`src/hdl/fsl_pkg.sv`:
```
`timescale 1ns / 1ps
package fsl_pkg;

   // Queue between the framing front and the result back
   localparam int QUEUE_DEPTH = 4;

   // Configuration register indexes
   localparam logic [2:0] CSR_LINK_ENABLE = 3'd0;
   localparam logic [2:0] CSR_START_BYTE  = 3'd1;
   localparam logic [2:0] CSR_END_BYTE    = 3'd2;
   localparam logic [2:0] CSR_HELLO_FRAME = 3'd3;
   localparam logic [2:0] CSR_ACK_FRAME   = 3'd4;
   localparam logic [2:0] CSR_READY_FRAME = 3'd5;
   localparam logic [2:0] CSR_SENSOR_ID   = 3'd6;

   // Register reset values
   localparam logic        RST_LINK_ENABLE = 1'b1;
   localparam logic [7:0]  RST_START_BYTE  = 8'd60;
   localparam logic [7:0]  RST_END_BYTE    = 8'd62;
   localparam logic [39:0] RST_FRAME       = 40'd0;
   localparam logic [4:0]  RST_SENSOR_ID   = 5'd0;

   // Result kinds
   localparam logic [1:0] KIND_TX      = 2'd0;
   localparam logic [1:0] KIND_READING = 2'd1;
   localparam logic [1:0] KIND_ERROR   = 2'd2;

   // Error codes
   localparam logic [2:0] ERR_BAD_START  = 3'd0;
   localparam logic [2:0] ERR_BAD_END    = 3'd1;
   localparam logic [2:0] ERR_HELLO      = 3'd2;
   localparam logic [2:0] ERR_ID_TAG     = 3'd3;
   localparam logic [2:0] ERR_ID_MISMATCH = 3'd4;

   // Id frame tag characters
   localparam logic [7:0] CHAR_I = 8'h69;
   localparam logic [7:0] CHAR_D = 8'h64;

   // Frame layout: position of the end marker, index of the last sent byte
   localparam logic [2:0] POS_START = 3'd0;
   localparam logic [2:0] POS_END   = 3'd4;
   localparam logic [2:0] LAST_BYTE_IDX = 3'd4;

   typedef enum logic [3:0] {
      PH_HELLO = 4'b0001,
      PH_ID    = 4'b0010,
      PH_DATA  = 4'b0100,
      PH_HALT  = 4'b1000
   } phase_type;

   typedef struct packed {
      logic        link_enable;
      logic [7:0]  start_byte;
      logic [7:0]  end_byte;
      logic [39:0] hello_frame;
      logic [39:0] ack_frame;
      logic [39:0] ready_frame;
      logic [4:0]  sensor_id;
   } cfg_type;

   // One queued command: either a single result or a whole frame to send
   typedef struct packed {
      logic        is_frame;
      logic [1:0]  kind;
      logic [2:0]  err_code;
      logic [15:0] reading;
      logic [39:0] frame;
   } cmd_type;

   typedef struct packed {
      logic halted;
      logic accepted;
   } front_status_type;

   function automatic cmd_type make_error(input logic [2:0] code);
      cmd_type c;
      c          = '0;
      c.kind     = KIND_ERROR;
      c.err_code = code;
      return c;
   endfunction

endpackage

```
`src/hdl/fsl_req_if.sv`:
```
`timescale 1ns / 1ps
interface fsl_req_if;
   logic       valid;
   logic       ready;
   logic [7:0] rx_byte;

   modport source (output valid, output rx_byte, input ready);
   modport sink (input valid, input rx_byte, output ready);
endinterface

```
`src/hdl/fsl_rsp_if.sv`:
```
`timescale 1ns / 1ps
interface fsl_rsp_if;
   logic        valid;
   logic        ready;
   logic [1:0]  result_kind;
   logic [7:0]  tx_byte;
   logic [15:0] reading;
   logic [2:0]  error_code;
   logic        last;

   modport source (output valid, output result_kind, output tx_byte, output reading,
                   output error_code, output last, input ready);
   modport sink (input valid, input result_kind, input tx_byte, input reading,
                 input error_code, input last, output ready);
endinterface

```
`src/hdl/framed_sensor_link_handshake.sv`:
```
// A byte's command is registered in the command queue, then its first result in the output stage.
// Throughput: one byte per cycle while the command queue has room; the back end
// emits one result per cycle while the receiver is ready, so a frame reply is five results.
// Up to QueueDepth commands buffer between framing and result output.
// Reset (synchronous, active high): registers take their defaults, framing waits
// for a start marker, the handshake waits for hello, the queue and output empty.
`timescale 1ns / 1ps
module framed_sensor_link_handshake #(
   parameter int QueueDepth = fsl_pkg::QUEUE_DEPTH
) (
   input  logic        clock,
   input  logic        reset,
   fsl_req_if.sink     req_bus,
   fsl_rsp_if.source   rsp_bus,
   input  logic        csr_wr_en,
   input  logic [2:0]  csr_index,
   input  logic [39:0] csr_wdata
);

   fsl_pkg::cfg_type          cfg_ff, cfg_in;
   fsl_pkg::cmd_type          push_cmd;
   fsl_pkg::cmd_type          head_cmd;
   fsl_pkg::front_status_type front_status;
   logic                      push_valid;
   logic                      queue_full;
   logic                      head_valid;
   logic                      pop;

   // Configuration register file: take a write on any cycle with the enable
   // high, mask data to the register width, drop writes to unknown indexes.
   always_comb begin
      cfg_in = cfg_ff;
      if (csr_wr_en) begin
         unique case (csr_index)
            fsl_pkg::CSR_LINK_ENABLE: cfg_in.link_enable = csr_wdata[0];
            fsl_pkg::CSR_START_BYTE:  cfg_in.start_byte  = csr_wdata[7:0];
            fsl_pkg::CSR_END_BYTE:    cfg_in.end_byte    = csr_wdata[7:0];
            fsl_pkg::CSR_HELLO_FRAME: cfg_in.hello_frame = csr_wdata;
            fsl_pkg::CSR_ACK_FRAME:   cfg_in.ack_frame   = csr_wdata;
            fsl_pkg::CSR_READY_FRAME: cfg_in.ready_frame = csr_wdata;
            fsl_pkg::CSR_SENSOR_ID:   cfg_in.sensor_id   = csr_wdata[4:0];
            default:                  cfg_in = cfg_ff;
         endcase
      end
   end

   always_ff @(posedge clock) begin
      if (reset) begin
         cfg_ff.link_enable <= fsl_pkg::RST_LINK_ENABLE;
         cfg_ff.start_byte  <= fsl_pkg::RST_START_BYTE;
         cfg_ff.end_byte    <= fsl_pkg::RST_END_BYTE;
         cfg_ff.hello_frame <= fsl_pkg::RST_FRAME;
         cfg_ff.ack_frame   <= fsl_pkg::RST_FRAME;
         cfg_ff.ready_frame <= fsl_pkg::RST_FRAME;
         cfg_ff.sensor_id   <= fsl_pkg::RST_SENSOR_ID;
      end else begin
         cfg_ff <= cfg_in;
      end
   end

   // Front: assemble frames, advance the handshake phase, and turn each
   // byte into at most one command for the back end.
   fsl_front u_front (
      .clock      (clock),
      .reset      (reset),
      .req_bus    (req_bus),
      .cfg        (cfg_ff),
      .queue_full (queue_full),
      .push_valid (push_valid),
      .push_cmd   (push_cmd),
      .status     (front_status)
   );

   // Queue: decouple framing from result delivery so a five-byte reply
   // does not stall the incoming byte stream.
   fsl_queue #(
      .Depth (QueueDepth)
   ) u_queue (
      .clock      (clock),
      .reset      (reset),
      .push_valid (push_valid),
      .push_cmd   (push_cmd),
      .full       (queue_full),
      .head_valid (head_valid),
      .head_cmd   (head_cmd),
      .pop        (pop)
   );

   // Back: expand each command into its result transactions, one per cycle while
   // the receiver is ready, through a registered output stage.
   fsl_back u_back (
      .clock      (clock),
      .reset      (reset),
      .head_valid (head_valid),
      .head_cmd   (head_cmd),
      .pop        (pop),
      .rsp_bus    (rsp_bus)
   );

`ifndef SYNTH
   // Never push a command into a full queue.
   assert property (@(posedge clock) disable iff (reset) push_valid |-> !queue_full)
      else $error("command pushed into full queue");

   // Once halted, the link stays halted until reset.
   assert property (@(posedge clock) disable iff (reset)
      front_status.halted |=> front_status.halted)
      else $error("link left halted phase");

   // A halted link produces no commands for accepted bytes.
   assert property (@(posedge clock) disable iff (reset)
      (front_status.halted && front_status.accepted) |-> !push_valid)
      else $error("halted link produced a command");

   // Readings and errors are single results and always close their byte.
   assert property (@(posedge clock) disable iff (reset)
      (rsp_bus.valid && (rsp_bus.result_kind != fsl_pkg::KIND_TX)) |-> rsp_bus.last)
      else $error("single result without last flag");
`endif

endmodule

```
`src/hdl/fsl_front.sv`:
```
`timescale 1ns / 1ps
module fsl_front (
   input  logic                       clock,
   input  logic                       reset,
   fsl_req_if.sink                    req_bus,
   input  fsl_pkg::cfg_type           cfg,
   input  logic                       queue_full,
   output logic                       push_valid,
   output fsl_pkg::cmd_type           push_cmd,
   output fsl_pkg::front_status_type  status
);

   fsl_pkg::phase_type phase_ff, phase_in;
   logic [2:0]         pos_ff, pos_in;
   logic [7:0]         data_ff [3];
   logic               accept;
   logic               active;
   logic [39:0]        whole;

   assign req_bus.ready = !queue_full;
   assign accept        = req_bus.valid && req_bus.ready;
   assign active        = cfg.link_enable && (phase_ff != fsl_pkg::PH_HALT);
   assign whole         = {cfg.start_byte, data_ff[0], data_ff[1], data_ff[2], cfg.end_byte};

   assign status.halted   = (phase_ff == fsl_pkg::PH_HALT);
   assign status.accepted = accept;

   always_comb begin
      phase_in   = phase_ff;
      pos_in     = pos_ff;
      push_valid = 1'b0;
      push_cmd   = '0;
      if (accept && active) begin
         case (pos_ff) inside
            fsl_pkg::POS_START: begin
               if (req_bus.rx_byte == cfg.start_byte) begin
                  pos_in = 3'd1;
               end else begin
                  push_valid = 1'b1;
                  push_cmd   = fsl_pkg::make_error(fsl_pkg::ERR_BAD_START);
               end
            end
            3'd1, 3'd2, 3'd3: begin
               pos_in = pos_ff + 3'd1;
            end
            fsl_pkg::POS_END: begin
               pos_in     = fsl_pkg::POS_START;
               push_valid = 1'b1;
               if (req_bus.rx_byte != cfg.end_byte) begin
                  push_cmd = fsl_pkg::make_error(fsl_pkg::ERR_BAD_END);
               end else begin
                  unique case (phase_ff)
                     fsl_pkg::PH_HELLO: begin
                        if (whole == cfg.hello_frame) begin
                           push_cmd.is_frame = 1'b1;
                           push_cmd.kind     = fsl_pkg::KIND_TX;
                           push_cmd.frame    = cfg.ack_frame;
                           phase_in          = fsl_pkg::PH_ID;
                        end else begin
                           push_cmd = fsl_pkg::make_error(fsl_pkg::ERR_HELLO);
                        end
                     end
                     fsl_pkg::PH_ID: begin
                        if (data_ff[1] == fsl_pkg::CHAR_I && data_ff[2] == fsl_pkg::CHAR_D) begin
                           if (data_ff[0] == {3'b000, cfg.sensor_id}) begin
                              push_cmd.is_frame = 1'b1;
                              push_cmd.kind     = fsl_pkg::KIND_TX;
                              push_cmd.frame    = cfg.ready_frame;
                              phase_in          = fsl_pkg::PH_DATA;
                           end else begin
                              push_cmd = fsl_pkg::make_error(fsl_pkg::ERR_ID_MISMATCH);
                              phase_in = fsl_pkg::PH_HALT;
                           end
                        end else begin
                           push_cmd = fsl_pkg::make_error(fsl_pkg::ERR_ID_TAG);
                        end
                     end
                     fsl_pkg::PH_DATA: begin
                        push_cmd.kind    = fsl_pkg::KIND_READING;
                        push_cmd.reading = {data_ff[1], data_ff[2]};
                     end
                     default: begin
                        push_valid = 1'b0;
                     end
                  endcase
               end
            end
            default: begin
               pos_in = fsl_pkg::POS_START;
            end
         endcase
      end
   end

   always_ff @(posedge clock) begin
      if (reset) begin
         phase_ff <= fsl_pkg::PH_HELLO;
         pos_ff   <= fsl_pkg::POS_START;
      end else begin
         phase_ff <= phase_in;
         pos_ff   <= pos_in;
      end
   end

   // capture data bytes one to three at their fixed frame positions
   always_ff @(posedge clock) begin
      if (accept && active) begin
         if (pos_ff == 3'd1) data_ff[0] <= req_bus.rx_byte;
         if (pos_ff == 3'd2) data_ff[1] <= req_bus.rx_byte;
         if (pos_ff == 3'd3) data_ff[2] <= req_bus.rx_byte;
      end
   end

endmodule

```
`src/hdl/fsl_queue.sv`:
```
`timescale 1ns / 1ps
module fsl_queue #(
   parameter int Depth = fsl_pkg::QUEUE_DEPTH
) (
   input  logic             clock,
   input  logic             reset,
   input  logic             push_valid,
   input  fsl_pkg::cmd_type push_cmd,
   output logic             full,
   output logic             head_valid,
   output fsl_pkg::cmd_type head_cmd,
   input  logic             pop
);

   localparam int PtrW   = (Depth > 1) ? $clog2(Depth) : 1;
   localparam int CountW = $clog2(Depth + 1);

   fsl_pkg::cmd_type  entries_ff [Depth];
   logic [PtrW-1:0]   wr_ptr_ff, wr_ptr_in;
   logic [PtrW-1:0]   rd_ptr_ff, rd_ptr_in;
   logic [CountW-1:0] count_ff, count_in;
   logic              do_push, do_pop;

   assign full       = (count_ff == CountW'(Depth));
   assign head_valid = (count_ff != '0);
   assign head_cmd   = entries_ff[rd_ptr_ff];
   assign do_push    = push_valid && !full;
   assign do_pop     = pop && head_valid;

   always_comb begin
      wr_ptr_in = wr_ptr_ff;
      rd_ptr_in = rd_ptr_ff;
      count_in  = count_ff;
      if (do_push) begin
         wr_ptr_in = (wr_ptr_ff == PtrW'(Depth - 1)) ? '0 : wr_ptr_ff + 1'b1;
      end
      if (do_pop) begin
         rd_ptr_in = (rd_ptr_ff == PtrW'(Depth - 1)) ? '0 : rd_ptr_ff + 1'b1;
      end
      if (do_push && !do_pop) begin
         count_in = count_ff + 1'b1;
      end else if (do_pop && !do_push) begin
         count_in = count_ff - 1'b1;
      end
   end

   always_ff @(posedge clock) begin
      if (reset) begin
         wr_ptr_ff <= '0;
         rd_ptr_ff <= '0;
         count_ff  <= '0;
      end else begin
         wr_ptr_ff <= wr_ptr_in;
         rd_ptr_ff <= rd_ptr_in;
         count_ff  <= count_in;
      end
   end

   always_ff @(posedge clock) begin
      if (do_push) begin
         entries_ff[wr_ptr_ff] <= push_cmd;
      end
   end

endmodule

```
`src/hdl/fsl_back.sv`:
```
`timescale 1ns / 1ps
module fsl_back (
   input  logic             clock,
   input  logic             reset,
   input  logic             head_valid,
   input  fsl_pkg::cmd_type head_cmd,
   output logic             pop,
   fsl_rsp_if.source        rsp_bus
);

   logic        rsp_valid_ff;
   logic [1:0]  kind_ff, kind_in;
   logic [7:0]  tx_ff, tx_in;
   logic [15:0] reading_ff, reading_in;
   logic [2:0]  err_ff, err_in;
   logic        last_ff, last_in;
   logic [2:0]  idx_ff, idx_in;
   logic        load;
   logic [7:0]  frame_byte;

   assign load = head_valid && (!rsp_valid_ff || rsp_bus.ready);

   always_comb begin
      case (idx_ff)
         3'd0:    frame_byte = head_cmd.frame[39:32];
         3'd1:    frame_byte = head_cmd.frame[31:24];
         3'd2:    frame_byte = head_cmd.frame[23:16];
         3'd3:    frame_byte = head_cmd.frame[15:8];
         default: frame_byte = head_cmd.frame[7:0];
      endcase
   end

   always_comb begin
      idx_in     = idx_ff;
      pop        = 1'b0;
      kind_in    = head_cmd.kind;
      tx_in      = 8'd0;
      reading_in = head_cmd.reading;
      err_in     = head_cmd.err_code;
      last_in    = 1'b1;
      if (head_cmd.is_frame) begin
         tx_in      = frame_byte;
         reading_in = 16'd0;
         err_in     = 3'd0;
         last_in    = (idx_ff == fsl_pkg::LAST_BYTE_IDX);
      end
      if (load) begin
         pop    = last_in;
         idx_in = last_in ? 3'd0 : idx_ff + 3'd1;
      end
   end

   always_ff @(posedge clock) begin
      if (reset) begin
         rsp_valid_ff <= 1'b0;
         idx_ff       <= 3'd0;
      end else begin
         idx_ff <= idx_in;
         if (load) begin
            rsp_valid_ff <= 1'b1;
         end else if (rsp_bus.ready) begin
            rsp_valid_ff <= 1'b0;
         end
      end
   end

   always_ff @(posedge clock) begin
      if (load) begin
         kind_ff    <= kind_in;
         tx_ff      <= tx_in;
         reading_ff <= reading_in;
         err_ff     <= err_in;
         last_ff    <= last_in;
      end
   end

   assign rsp_bus.valid       = rsp_valid_ff;
   assign rsp_bus.result_kind = kind_ff;
   assign rsp_bus.tx_byte     = tx_ff;
   assign rsp_bus.reading     = reading_ff;
   assign rsp_bus.error_code  = err_ff;
   assign rsp_bus.last        = last_ff;

endmodule

```
`src/flat_wrapper.sv`:
```
// flat-port wrapper written by rule: the top's interface ports become plain ports
module framed_sensor_link_handshake_flat 
#(
   parameter int QueueDepth = fsl_pkg::QUEUE_DEPTH
)
  (clock, reset, csr_wr_en, csr_index, csr_wdata, req_bus_valid, req_bus_rx_byte, req_bus_ready, rsp_bus_valid, rsp_bus_result_kind, rsp_bus_tx_byte, rsp_bus_reading, rsp_bus_error_code, rsp_bus_last, rsp_bus_ready);
  fsl_req_if req_bus_i ();
  fsl_rsp_if rsp_bus_i ();
  input  logic clock;
  input  logic reset;
  input  logic csr_wr_en;
  input  logic [2:0] csr_index;
  input  logic [39:0] csr_wdata;
  input wire logic [$bits(req_bus_i.valid)-1:0] req_bus_valid;
  input wire logic [$bits(req_bus_i.rx_byte)-1:0] req_bus_rx_byte;
  output wire logic [$bits(req_bus_i.ready)-1:0] req_bus_ready;
  output wire logic [$bits(rsp_bus_i.valid)-1:0] rsp_bus_valid;
  output wire logic [$bits(rsp_bus_i.result_kind)-1:0] rsp_bus_result_kind;
  output wire logic [$bits(rsp_bus_i.tx_byte)-1:0] rsp_bus_tx_byte;
  output wire logic [$bits(rsp_bus_i.reading)-1:0] rsp_bus_reading;
  output wire logic [$bits(rsp_bus_i.error_code)-1:0] rsp_bus_error_code;
  output wire logic [$bits(rsp_bus_i.last)-1:0] rsp_bus_last;
  input wire logic [$bits(rsp_bus_i.ready)-1:0] rsp_bus_ready;
  assign req_bus_i.valid = req_bus_valid;
  assign req_bus_i.rx_byte = req_bus_rx_byte;
  assign req_bus_ready = req_bus_i.ready;
  assign rsp_bus_valid = rsp_bus_i.valid;
  assign rsp_bus_result_kind = rsp_bus_i.result_kind;
  assign rsp_bus_tx_byte = rsp_bus_i.tx_byte;
  assign rsp_bus_reading = rsp_bus_i.reading;
  assign rsp_bus_error_code = rsp_bus_i.error_code;
  assign rsp_bus_last = rsp_bus_i.last;
  assign rsp_bus_i.ready = rsp_bus_ready;
  framed_sensor_link_handshake #(.QueueDepth(QueueDepth)) u_core (.clock(clock), .reset(reset), .req_bus(req_bus_i), .rsp_bus(rsp_bus_i), .csr_wr_en(csr_wr_en), .csr_index(csr_index), .csr_wdata(csr_wdata));
endmodule
```
`config.mk`:
```
export PLATFORM = sky130hd
export DESIGN_NAME = framed_sensor_link_handshake_flat
export DESIGN_NICKNAME = d
export VERILOG_FILES = /design/src/hdl/fsl_pkg.sv /design/src/hdl/fsl_req_if.sv /design/src/hdl/fsl_rsp_if.sv /design/src/hdl/framed_sensor_link_handshake.sv /design/src/hdl/fsl_front.sv /design/src/hdl/fsl_queue.sv /design/src/hdl/fsl_back.sv /design/src/flat_wrapper.sv
export SDC_FILE = /design/constraint.sdc
export NUM_CORES = 1
export LEC_CHECK = 0
export BUFFER_PORTS_ARGS = -buffer_cell sky130_fd_sc_hd__buf_4
export CELL_PAD_IN_SITES_DETAIL_PLACEMENT = 1
export CELL_PAD_IN_SITES_GLOBAL_PLACEMENT = 1
export CORE_ASPECT_RATIO = 1.25
export CORE_UTILIZATION = 54
export CTS_BUF_LIST = sky130_fd_sc_hd__clkbuf_4 sky130_fd_sc_hd__clkbuf_8
export CTS_CLUSTER_DIAMETER = 80
export DETAILED_ROUTE_END_ITERATION = 6
export MAX_ROUTING_LAYER = met4
export PLACE_DENSITY = 0.92
export SLEW_MARGIN = 20
export SYNTH_ARGS = -nofsm -noshare
export SYNTH_HDL_FRONTEND = slang
export SYNTH_HIERARCHICAL = 1
export SYNTH_SLANG_ARGS = --single-unit
```
`constraint.sdc`:
```
create_clock -name clock -period 3.83 [get_ports clock]
set_input_delay 0.5745 -clock clock [delete_from_list [all_inputs] [get_ports clock]]
set_output_delay 0.5745 -clock clock [all_outputs]
set_load 0.1 [all_outputs]
```
Word level (Yosys, flattened, before mapping)
Memories as Yosys holds them, arrays and structs flattened. A register that Yosys moved wholly into a read port is not among the register bits.
Index checks and enable logic that the tools add are counted.
{"block": "op_classes", "mux": 61, "n_reduce_logical": 34, "eq_ne": 30, "bitwise": 3, "add_sub_neg": 6}
{"cell": "62-bit two-way mux", "n": 6}
{"cell": "40-bit two-way mux", "n": 2}
{"cell": "40-bit case mux with 2 select lines", "n": 1}
{"cell": "61-bit two-way mux", "n": 1}
{"cell": "16-bit case mux with 3 select lines", "n": 1}
{"cell": "40-bit == test", "n": 1}
{"cell": "8-bit case mux with 4 select lines", "n": 1}
{"cell": "1-bit two-way mux", "n": 24}
{"cell": "3-bit two-way mux", "n": 8}
{"cell": "19-bit two-way mux", "n": 1}
{"cell": "3-bit by 2-bit == test with 1-bit output (second input constant)", "n": 6}
{"cell": "3-bit == test (second input constant)", "n": 6}
{"cell": "18-bit two-way mux", "n": 1}
{"cell": "8-bit by 7-bit == test with 1-bit output (second input constant)", "n": 2}
{"cell": "8-bit two-way mux", "n": 2}
{"cell": "2-bit AND reduction", "n": 8}
{"cell": "8-bit OR reduction", "n": 2}
{"cell": "2-bit two-way mux", "n": 6}
{"cell": "4-bit two-way mux", "n": 3}
{"cell": "3-bit by 1-bit adder with 3-bit output (second input constant)", "n": 3}
{"cell": "3-bit by 1-bit == test with 1-bit output (second input constant)", "n": 3}
{"cell": "1-bit logical AND", "n": 9}
{"cell": "3-bit logical NOT", "n": 3}
{"cell": "8-bit by 5-bit == test with 1-bit output", "n": 1}
{"cell": "other kinds (22)", "n": 33}
{"block": "word_totals", "out_inout_bits": 32, "register_bits": 190, "inputBits": 56, "elab_cells": 155, "ramBits": 272, "n_memories": 2}
{"memory": "u_core.u_queue.entries_ff", "depth": 4, "width": 62, "read_ports": 1, "rd_clocked_by_memory_dff": 1, "write_ports": 1, "line": "fsl_queue.sv:18", "rtl": "fsl_pkg::cmd_type entries_ff [Depth];"}
{"memory": "u_core.u_front.data_ff", "depth": 3, "width": 8, "read_ports": 3, "rd_clocked_by_memory_dff": 0, "write_ports": 1, "line": "fsl_front.sv:15", "rtl": "logic [7:0] data_ff [3];"}

Logic depth before layout (Yosys ltp)
Gate-level depths: netlist (run 1).
{"block": "logic_depth", "ltp_word": 13, "mapped_depth": 14, "depth_no_buf": 14}

By module
Netlist (run 1), hierarchy kept.
{"mod": "fsl_queue", "n_inst": 1, "area_each_um2": 9447.8, "cells_each": 374, "seq_area_each_um2": 7627.3}
{"mod": "framed_sensor_link_handshake", "n_inst": 1, "area_each_um2": 5743.0, "cells_each": 520, "seq_area_each_um2": 2842.7}
{"mod": "fsl_front", "n_inst": 1, "area_each_um2": 3554.7, "cells_each": 356, "seq_area_each_um2": 860.8}
{"mod": "fsl_back", "n_inst": 1, "area_each_um2": 1680.4, "cells_each": 139, "seq_area_each_um2": 980.9}

Least setup slack after synthesis (run 1)
OpenSTA, ideal clock, no wires.
{"block": "synth_timing", "kind": "register to register", "from": "register u_core.u_front.phase_ff[0]", "to": "register u_core.u_queue.count_ff[2]", "slack_ns": 0.719, "synth_period_minus_slack_ns": 3.111, "stages_incl_launch_ff": 15, "arrival_ns": 3.041, "setup_ns": 0.070, "n_path_buf": 1, "required_ns": 3.760, "cell_sequence": "dfxtp_1 > or2b_1 > clkbuf_1 > a311o_1 > a31oi_1 > nor2_1 > nor2_1 > inv_1 > nor2_2 > ha_1 > inv_1 > fa_1 > xor2_1 > or3_2 > a21oi_1"}
{"block": "synth_via", "elab_chain_cells": 12, "elab_cells_between_ends": 19, "cone_classes": "eq/ne (4); mux (7); reduce/logical (8)"}
{"item": "start: declaration", "line": "fsl_front.sv:13", "rtl": "fsl_pkg::phase_type phase_ff, phase_in;"}
{"item": "start signal: assignment", "line": "fsl_front.sv:97", "rtl": "phase_ff <= fsl_pkg::PH_HELLO;"}
{"item": "start signal: assignment", "line": "fsl_front.sv:100", "rtl": "phase_ff <= phase_in;"}
{"item": "4-bit by 2-bit == test with 1-bit output (tied with other cells)", "line": "fsl_front.sv:52", "rtl": "unique case (phase_ff)"}
{"item": "3-bit OR reduction (no line)"}
{"item": "1-bit two-way mux", "line": "fsl_front.sv:52"}
{"item": "1-bit two-way mux", "line": "fsl_front.sv:49", "rtl": "if (req_bus.rx_byte != cfg.end_byte) begin"}
{"item": "1-bit two-way mux (3 in series)", "line": "fsl_front.sv:34", "rtl": "case (pos_ff) inside"}
{"item": "1-bit two-way mux *", "line": "fsl_front.sv:33", "rtl": "if (accept && active) begin"}
{"item": "net u_core.push_valid", "line": "framed_sensor_link_handshake.sv:24", "rtl": "logic push_valid;"}
{"item": "1-bit logical AND *", "line": "fsl_queue.sv:27", "rtl": "assign do_push = push_valid && !full;"}
{"item": "net u_core.u_queue.do_push", "line": "fsl_queue.sv:22", "rtl": "logic do_push, do_pop;"}
{"item": "1-bit logical NOT", "line": "fsl_queue.sv:42", "rtl": "end else if (do_pop && !do_push) begin"}
{"item": "1-bit logical AND", "line": "fsl_queue.sv:42"}
{"item": "2-bit nonzero test (no line)"}
{"item": "end signal: assignment", "line": "fsl_queue.sv:55", "rtl": "count_ff <= count_in;"}
{"item": "end: declaration", "line": "fsl_queue.sv:21", "rtl": "logic [CountW-1:0] count_ff, count_in;"}
Mark *: on every way through the listed nets, which the timed path passes. The rest lies on a longest branch.
A chain may end at the register's enable or synchronous reset.

==> flow_summary.json, run 1 <==
{
  "worst_hold_slack_ps": 141,
  "overflow": 0,
  "grt_max_degree": 80,
  "fmax_mhz": 269,
  "pwr-share-seq_pct": 43.1,
  "power_density_nw_per_um2": 636,
  "rows": 79,
  "synthesis.nets": 1459,
  "worstMarginPinSlew_ps": 958,
  "port_buffers": 87,
  "routed_wl_mm": 62.6,
  "grt_antenna_before_repair": 1,
  "design_area_um2": 22900,
  "cpPeakStageDelay_ps": 710,
  "tns_ps": 0,
  "multi_input_area_um2": 7310,
  "clock_path_buffers": 3,
  "drc_errors": 0,
  "fin_crit_sh_pct": 97.2,
  "slowest_stage": "or4_4",
  "clk_pin_slew_worst_paths_ps": 60,
  "fin_skew_ps": 46.4,
  "detail-route-antenna-nets": 0,
  "die_y_um": 219,
  "fin_crit_ps": 3720,
  "postCtsSetupRepairBufs": 0,
  "hold_viol": 0,
  "post_drt_wl_per_cell_um": 30.8,
  "drive_gt1_share_pct": 24.1,
  "placed_area_um2": 21500,
  "worstSetupStartpointType": "flop",
  "grt_pass1_vias": 14000,
  "arrival_ps": 4050,
  "vias": 13000,
  "syn-cell-area_um2": 20400,
  "path_max_fanout": 19,
  "syn_inst": 1386,
  "cp.required_ps": 4160,
  "synth_area_per_cell_um2": 14.7,
  "htreeDepth": 3,
  "p_clk_share_pct": 29.7,
  "ir_worst_vdd_mv": 0.420,
  "setup-violations-final": 0,
  "yosys_warnings": 6,
  "holdCritPathClass": "in2reg",
  "hpwl_mm": 37.6,
  "cp-end-kind": "flop",
  "syn2layout_area_growth_pct": 12.4,
  "via_per_inst": 6.42,
  "path_common_cell": "or4_4",
  "firstDrtPassIters": 5,
  "die_w_um": 176,
  "p_leak_nw": 8.49,
  "n_fill_cell": 3429,
  "path_delay_family": "simple AND/OR/NAND/NOR gates",
  "ios": 88,
  "switching_share_pct": 35.0,
  "grt_pass1_wl_mm": 92.4,
  "crit_chain": "or3b_1 > clkinv_4 > and3b_1 > nand3b_2 > or4_4 > or4_4 > o31ai_1",
  "status": "completed",
  "die_area_um2": 38600,
  "internal_power_w": 0.00950,
  "crit_type": "reg2reg",
  "grt_setup_unrepaired": "no",
  "cts_sinks": 464,
  "numCtsBuffers": 71,
  "maxSlewHeadroom_pct": 36.1,
  "final_util_pct": 61.6,
  "cts_tree": "built",
  "clk_latency_ps": 670,
  "area.sequential_um2": 12300,
  "switchingPower_w": 0.00510,
  "core-area_um2": 37300,
  "layout.nets": 1562,
  "start_util_pct": 54.8,
  "drt_first_iter_violations": 1355,
  "track_usage_pct": 34.2,
  "clockRootBuffer": "clkbuf_8",
  "max_cap_violations": 0,
  "finalMaxSlewViolations": 0,
  "p_comb_share_pct": 27.1,
  "place_congestion": 0.887,
  "critPathBufInv": 1
}
stage by stage:
| step | cells | setup WS, ps | power (W) |
|---|---|---|---|
| 3_5_place_dp | 1902 | 357 | 0.0103 |
| 3_3_place_gp | 1902 | 561 | 0.0101 |
| 4_1_cts | 2030 | 212 | 0.0146 |
| 2_1_floorplan | 1386 | 719 | 0.00913 |
| 5_1_grt | 2031 | 65.9 | 0.0150 |
| 6_report | 2031 | 108 | 0.0146 |
layer usage:
| layer | GRT usage, % | vias up | routed length, um |
|---|---|---|---|
| met1 | 39.4 | 6712 | 23200 |
| met4 | 18.5 | 0 | 3360 |
| met5 | - | - | 0 |
| met2 | 56.0 | 783 | 31400 |
| li1 | - | 5304 | - |
| met3 | 7.31 | 230 | 4680 |
final timing paths:
path	slack, ps	depth (start not counted)	start	to
worst max-delay path	110	7	u_core/u_queue/count_ff[1]	u_core/u_queue/entries_ff[1][0]
worst min-delay path	140	1	req_bus_rx_byte[4]	u_core/u_front/data_ff[0][4]
worst min register to register	490	2	u_core/cfg_ff[79]	u_core/cfg_ff[79]
worst max register to register	110	7	u_core/u_queue/count_ff[1]	u_core/u_queue/entries_ff[1][0]
cell usage in the layout (no fill, tap or decap), drive strengths merged, types with 43 or more instances in the layout:
master  count
mux4       62
mux2i     144
inv        56
nand3      43
dfxtp     162
edfxtp    302
nand2b    175
clkbuf    106
buf       118
xor2       54
nor2       46
flip-flops by register name, indices dropped and copies added (netlist names), 2 cells and up, named ones only:
signal,flops
u_core/u_queue/entries_ff,248
u_core/cfg_ff,142
u_core/u_front/data_ff,24
u_core/u_back/rsp_bus.reading,16
u_core/u_back/rsp_bus.tx_byte,8
u_core/u_front/phase_ff,4
u_core/u_back/idx_ff,3
u_core/u_back/rsp_bus.error_code,3
u_core/u_front/pos_ff,3
u_core/u_queue/count_ff,3
u_core/u_back/rsp_bus.result_kind,2
u_core/u_queue/rd_ptr_ff,2
u_core/u_queue/wr_ptr_ff,2
power by group through the flow:
stage               Clock (W)  Combinational (W)  Sequential [W]
floorplan                   0            0.00161         0.00752
global placement            0            0.00377         0.00629
detailed placement          0            0.00388         0.00637
CTS                   0.00437            0.00395         0.00630
global route          0.00455            0.00408         0.00634
finish                0.00434            0.00396         0.00630
area by class of cell:
cell class,count,area share [%]
diodes,1,0.0109
repair buffers,118,4.57
well taps,486,2.65
inverters,56,0.938
multi-input cells,778,31.9
clock inverters,22,0.589
flip-flops and latches,464,53.7
clock buffers,106,5.70
timing repair:
item | 4_1_cts | 5_1_grt
endpoints found under the setup margin | 0 | 1
gates resized for setup | 0 | 1
hold buffers | 0 | 0
(Power assumes the default switching activity.)
==> run 2, diff against run 1 <==
==> constraint.sdc (replaced) <==
create_clock -name clock -period 3.83 [get_ports clock]
set_input_delay 0.766 -clock clock [delete_from_list [all_inputs] [get_ports clock]]
set_output_delay 0.766 -clock clock [all_outputs]
set_load 0.1 [all_outputs]
==> run 2 against run 1 <==
Cell count decreased by 0.34%. Final area decreased by 0.71%. Power decreased by 1.4%. First-iteration DRC count increased by 4.3%. Via count decreased by 1.8%. Clock skew decreased by 6.0 ps. Sequential cell count unchanged. Count of clock-buffer cells in the layout decreased by 2. Sequential power about the same. Utilization decreased by 0.44 points. Critical path type unchanged. Critical endpoint is now u_core/u_queue/entries_ff[0][23]. Largest cell class unchanged.
==> flow_summary.json, run 2 (same netlist as run 1, synthesis figures left out) <==
{
  "clk_latency_ps": 650,
  "finalMaxSlewViolations": 0,
  "cp-end-kind": "flop",
  "maxSlewHeadroom_pct": 32.0,
  "fmax_mhz": 284,
  "place_congestion": 0.897,
  "fin_crit_ps": 3520,
  "switchingPower_w": 0.00504,
  "power_density_nw_per_um2": 632,
  "num_antenna_cells": 0,
  "post_drt_wl_per_cell_um": 30.2,
  "ios": 88,
  "drc_errors": 0,
  "worstMarginPinSlew_ps": 1020,
  "via_per_inst": 6.32,
  "worstSetupStartpointType": "flop",
  "multi_input_area_um2": 7310,
  "hold_buffers": 0,
  "worst_hold_slack_ps": 360,
  "hpwl_mm": 36.0,
  "port_buffers": 87,
  "fin_skew_ps": 40.4,
  "ctsResizeCount": 0,
  "dp_slack_ps": 352,
  "track_usage_pct": 33.5,
  "pwr-share-seq_pct": 43.9,
  "die_w_um": 176,
  "internal_power_w": 0.00936,
  "overflow": 0,
  "start_util_pct": 54.8,
  "cts_tree": "built",
  "p_clk_share_pct": 29.4,
  "largest_reg_flops": 248,
  "clk_pin_slew_worst_paths_ps": 80,
  "layout.nets": 1556,
  "switching_share_pct": 35.0,
  "p_comb_share_pct": 26.8,
  "rows": 79,
  "syn2layout_area_growth_pct": 11.6,
  "max_cap_violations": 0,
  "drt_first_iter_violations": 1413,
  "core-area_um2": 37300,
  "grt_antenna_before_repair": 0,
  "cp.required_ps": 4240,
  "arrival_ps": 3930,
  "die_y_um": 219,
  "postCtsSetupRepairBufs": 0,
  "tns_ps": 0,
  "clockRootBuffer": "clkbuf_8",
  "htreeDepth": 3,
  "biggestRegsByFlops": "u_core/u_queue/entries_ff (248), u_core/cfg_ff (142), u_core/u_front/data_ff (24)",
  "routed_wl_mm": 61.1,
  "n_fill_cell": 3448,
  "setup-violations-final": 0,
  "die_area_um2": 38600,
  "status": "completed",
  "area.sequential_um2": 12300,
  "grt_max_degree": 67,
  "path_max_fanout": 28,
  "vias": 12800,
  "drive_gt1_share_pct": 23.7,
  "final_util_pct": 61.1,
  "cts_sinks": 464,
  "fin_crit_sh_pct": 91.8,
  "detail-route-antenna-nets": 0,
  "grt_pass1_wl_mm": 91.1,
  "ir_worst_vdd_mv": 0.435,
  "clock_path_buffers": 3,
  "hold_viol": 0,
  "grt_pass1_vias": 13800,
  "top_register": "u_core/u_queue/entries_ff",
  "holdCritPathClass": "in2reg",
  "postLayoutSetupSlackWorst_ps": 312,
  "final_common_cell": "edfxtp_1",
  "numCtsBuffers": 69,
  "final_cell_mix": "302 x edfxtp_1, 175 x nand2b_1, 160 x dfxtp_1",
  "firstDrtPassIters": 5,
  "p_leak_nw": 8.42,
  "grt_setup_unrepaired": "no",
  "crit_type": "reg2reg"
}
==> run 2: area by class of cell <==
type	instances	area share, %
Timing Repair Buffer	114	4.09
Clock inverter	22	0.615
Inverter	56	0.945
Multi-Input combinational cell	778	32.1
Tap cell	486	2.67
Clock buffer	104	5.54
Sequential cell	464	54.1
==> run 2: power by group through the flow <==
stage	registers, W	logic (W)	clock network, W
3_3_place_gp	0.00632	0.00369	0
3_5_place_dp	0.00638	0.00380	0
5_1_grt	0.00636	0.00398	0.00444
4_1_cts	0.00632	0.00385	0.00425
6_report	0.00632	0.00385	0.00423
2_1_floorplan	0.00752	0.00161	0
==> run 2: metal layers <==
layer | wire, um | GRT usage [%] | share of wire (%)
met1 | 22600 | 39.4 | 37
met2 | 30800 | 54.5 | 50
met3 | 4490 | 5.89 | 7.3
met4 | 3250 | 18.6 | 5.3
met5 | 0 | - | 0
==> run 2: through the flow <==
stage,total power [W],area (um2),std cells
floorplan,0.00913,20400,1386
global placement,0.0100,21400,1898
detailed placement,0.0102,21400,1898
CTS,0.0144,22800,2024
global route,0.0148,22800,2024
finish,0.0144,22800,2024
==> run 2: final timing paths <==
check                                   from                               end  slack [ps]  cells past startpoint
hold / removal            req_bus_rx_byte[4]      u_core/u_front/data_ff[0][4]         360                      1
hold reg to reg            u_core/cfg_ff[79]                 u_core/cfg_ff[79]         480                      2
setup reg to reg  u_core/u_queue/count_ff[0]  u_core/u_queue/entries_ff[0][23]         310                      8
setup / recovery  u_core/u_queue/count_ff[0]  u_core/u_queue/entries_ff[0][23]         310                      8
==> run 2: worst max-delay path, cell delays in order, from the launching register on <==
cell and delay (ps):
dfxtp_1 460, or3b_1 330, clkinv_4 100, and3b_1 320
nand3b_2 190, or4_4 470, or4_4 670, buf_12 340
o31ai_4 370
==> run 3, diff against run 2 <==
- CORE_UTILIZATION: 54 -> 49
- PLACE_DENSITY: 0.92 -> 0.89
- clock period: 3.83 -> 2.89 ns (I/O delays scaled with it)
==> run 3 against run 2 <==
The flow now finishes with violations (setup timing). Clock power rose by 43%. Register-to-register slack got worse by 570 ps. Largest cell class unchanged. Count of clock-buffer cells in the layout fell by 4. Global-route usage fell by 1.1 points. Worst setup slack got worse by 570 ps.
==> flow_summary.json, run 3 (same netlist as run 1, synthesis figures left out) <==
{
  "drt_first_iter_violations": 1336,
  "maxSlewHeadroom_pct": 34.2,
  "cp.required_ps": 3290,
  "hold_viol": 0,
  "routed_wl_mm": 66.2,
  "multi_input_area_um2": 7420,
  "status": "complete, but fails checks",
  "die_area_um2": 42500,
  "n_fill_cell": 3876,
  "area.sequential_um2": 12300,
  "fin_skew_ps": 39.8,
  "overflow": 0,
  "total_power_w": 0.0201,
  "layout.nets": 1642,
  "rows": 83,
  "hpwl_mm": 40.7,
  "final_cell_mix": "302 x edfxtp_1, 175 x nand2b_1, 162 x buf_4",
  "fin_crit_ps": 3150,
  "max_cap_violations": 0,
  "cts_tree": "built",
  "top_register": "u_core/u_queue/entries_ff",
  "biggestRegsByFlops": "u_core/u_queue/entries_ff (248), u_core/cfg_ff (142), u_core/u_front/data_ff (24)",
  "place_congestion": 0.899,
  "path_delay_family": "simple AND/OR/NAND/NOR gates",
  "holdCritPathClass": "in2reg",
  "via_per_inst": 6.19,
  "clockRootBuffer": "clkbuf_8",
  "fin_crit_sh_pct": 109,
  "critPathBufInv": 1,
  "worstSetupStartpointType": "flop",
  "port_buffers": 87,
  "cts_sinks": 464,
  "ios": 88,
  "crit_chain": "xor2_1 > nor4_1 > nand4_1 > or4_4 > buf_12 > o31ai_4",
  "hold_buffers": 0,
  "firstDrtPassIters": 5,
  "clk_latency_ps": 640,
  "vias": 13500,
  "clk_pin_slew_worst_paths_ps": 70,
  "drive_gt1_share_pct": 29.0,
  "die_w_um": 185,
  "final_common_cell": "edfxtp_1",
  "grt_setup_unrepaired": "yes",
  "grt_pass1_vias": 14600,
  "placed_area_um2": 22400,
  "numCtsBuffers": 69,
  "num_antenna_cells": 0,
  "die_y_um": 230,
  "post_drt_wl_per_cell_um": 30.4,
  "setup-violations-final": 175,
  "start_util_pct": 49.8,
  "arrival_ps": 3550,
  "slowest_stage": "or4_4",
  "htreeDepth": 3,
  "power_density_nw_per_um2": 833,
  "detail-route-antenna-nets": 0,
  "cp-end-kind": "flop",
  "grt_pass1_wl_mm": 96.4,
  "cpPeakStageDelay_ps": 770,
  "crit_type": "reg2reg",
  "core-area_um2": 41000,
  "path_max_fanout": 8,
  "clock_path_buffers": 3,
  "drc_errors": 0,
  "ir_worst_vdd_mv": 0.616,
  "grt_max_degree": 68,
  "design_area_um2": 24100,
  "syn2layout_area_growth_pct": 18.2,
  "finalMaxSlewViolations": 0,
  "p_leak_nw": 9.05,
  "track_usage_pct": 32.4,
  "grt_antenna_before_repair": 0,
  "violations": "setup timing",
  "largest_reg_flops": 248,
  "postLayoutSetupSlackWorst_ps": -261,
  "fmax_mhz": 317,
  "worstMarginPinSlew_ps": 987,
  "dp_slack_ps": -513
}
==> run 3: worst paths after layout <==
kind / start / end / slack, ps / cells after the start
max reg2reg: u_core/u_front/data_ff[0][10] / u_core/u_queue/entries_ff[0][24] / -260 / 6
min reg2reg: u_core/cfg_ff[39] / u_core/cfg_ff[39] / 480 / 2
min: req_bus_rx_byte[1] / u_core/u_front/data_ff[0][1] / 160 / 1
max: u_core/u_front/data_ff[0][10] / u_core/u_queue/entries_ff[0][24] / -260 / 6
==> run 3: repair_timing <==
item                                   in CTS  in global routing
resized for setup                          11                 22
setup endpoints to repair                  42                161
cloned                                      1                  2
endpoints found under the hold margin       0                  0
pin swaps                                   4                  3
buffers inserted                            1                  4
==> run 3: layer usage <==
layer	global-route usage (%)	vias to the layer above	part of all wire, %
met1	36.5	6836	36
met4	19.7	0	6.5
met5	-	-	0
met2	53.6	878	51
li1	-	5465	-
met3	5.45	277	7.2
==> run 3: final cells by class <==
class                   count  share of cell area [%]
inverters                  56                   0.902
clock inverters            23                    1.08
clock buffers             100                    5.18
well taps                 552                    2.86
flip-flops and latches    464                    51.1
multi-input cells         778                    30.7
repair buffers            200                    8.16
==> run 3: stage by stage <==
stage / setup TNS, ps / hold slack [ps] / cells / util, %
2_1_floorplan: 0 / 452 / 1386 / -
3_3_place_gp: -9770 / 461 / 2042 / 54.6
3_5_place_dp: -22340 / 470 / 2042 / 54.6
4_1_cts: -2180 / 128 / 2167 / 58.4
5_1_grt: -19530 / 155 / 2173 / 58.8
6_report: -21050 / 159 / 2173 / 58.8
==> run 3: power by group <==
part / leakage (nW) / total [W] / switching, W / internal, W
sequential: 4.25 / 0.00832 / 0.000326 / 0.00800
clock: 0.795 / 0.00603 / 0.00270 / 0.00333
combinational: 4.01 / 0.00576 / 0.00384 / 0.00191
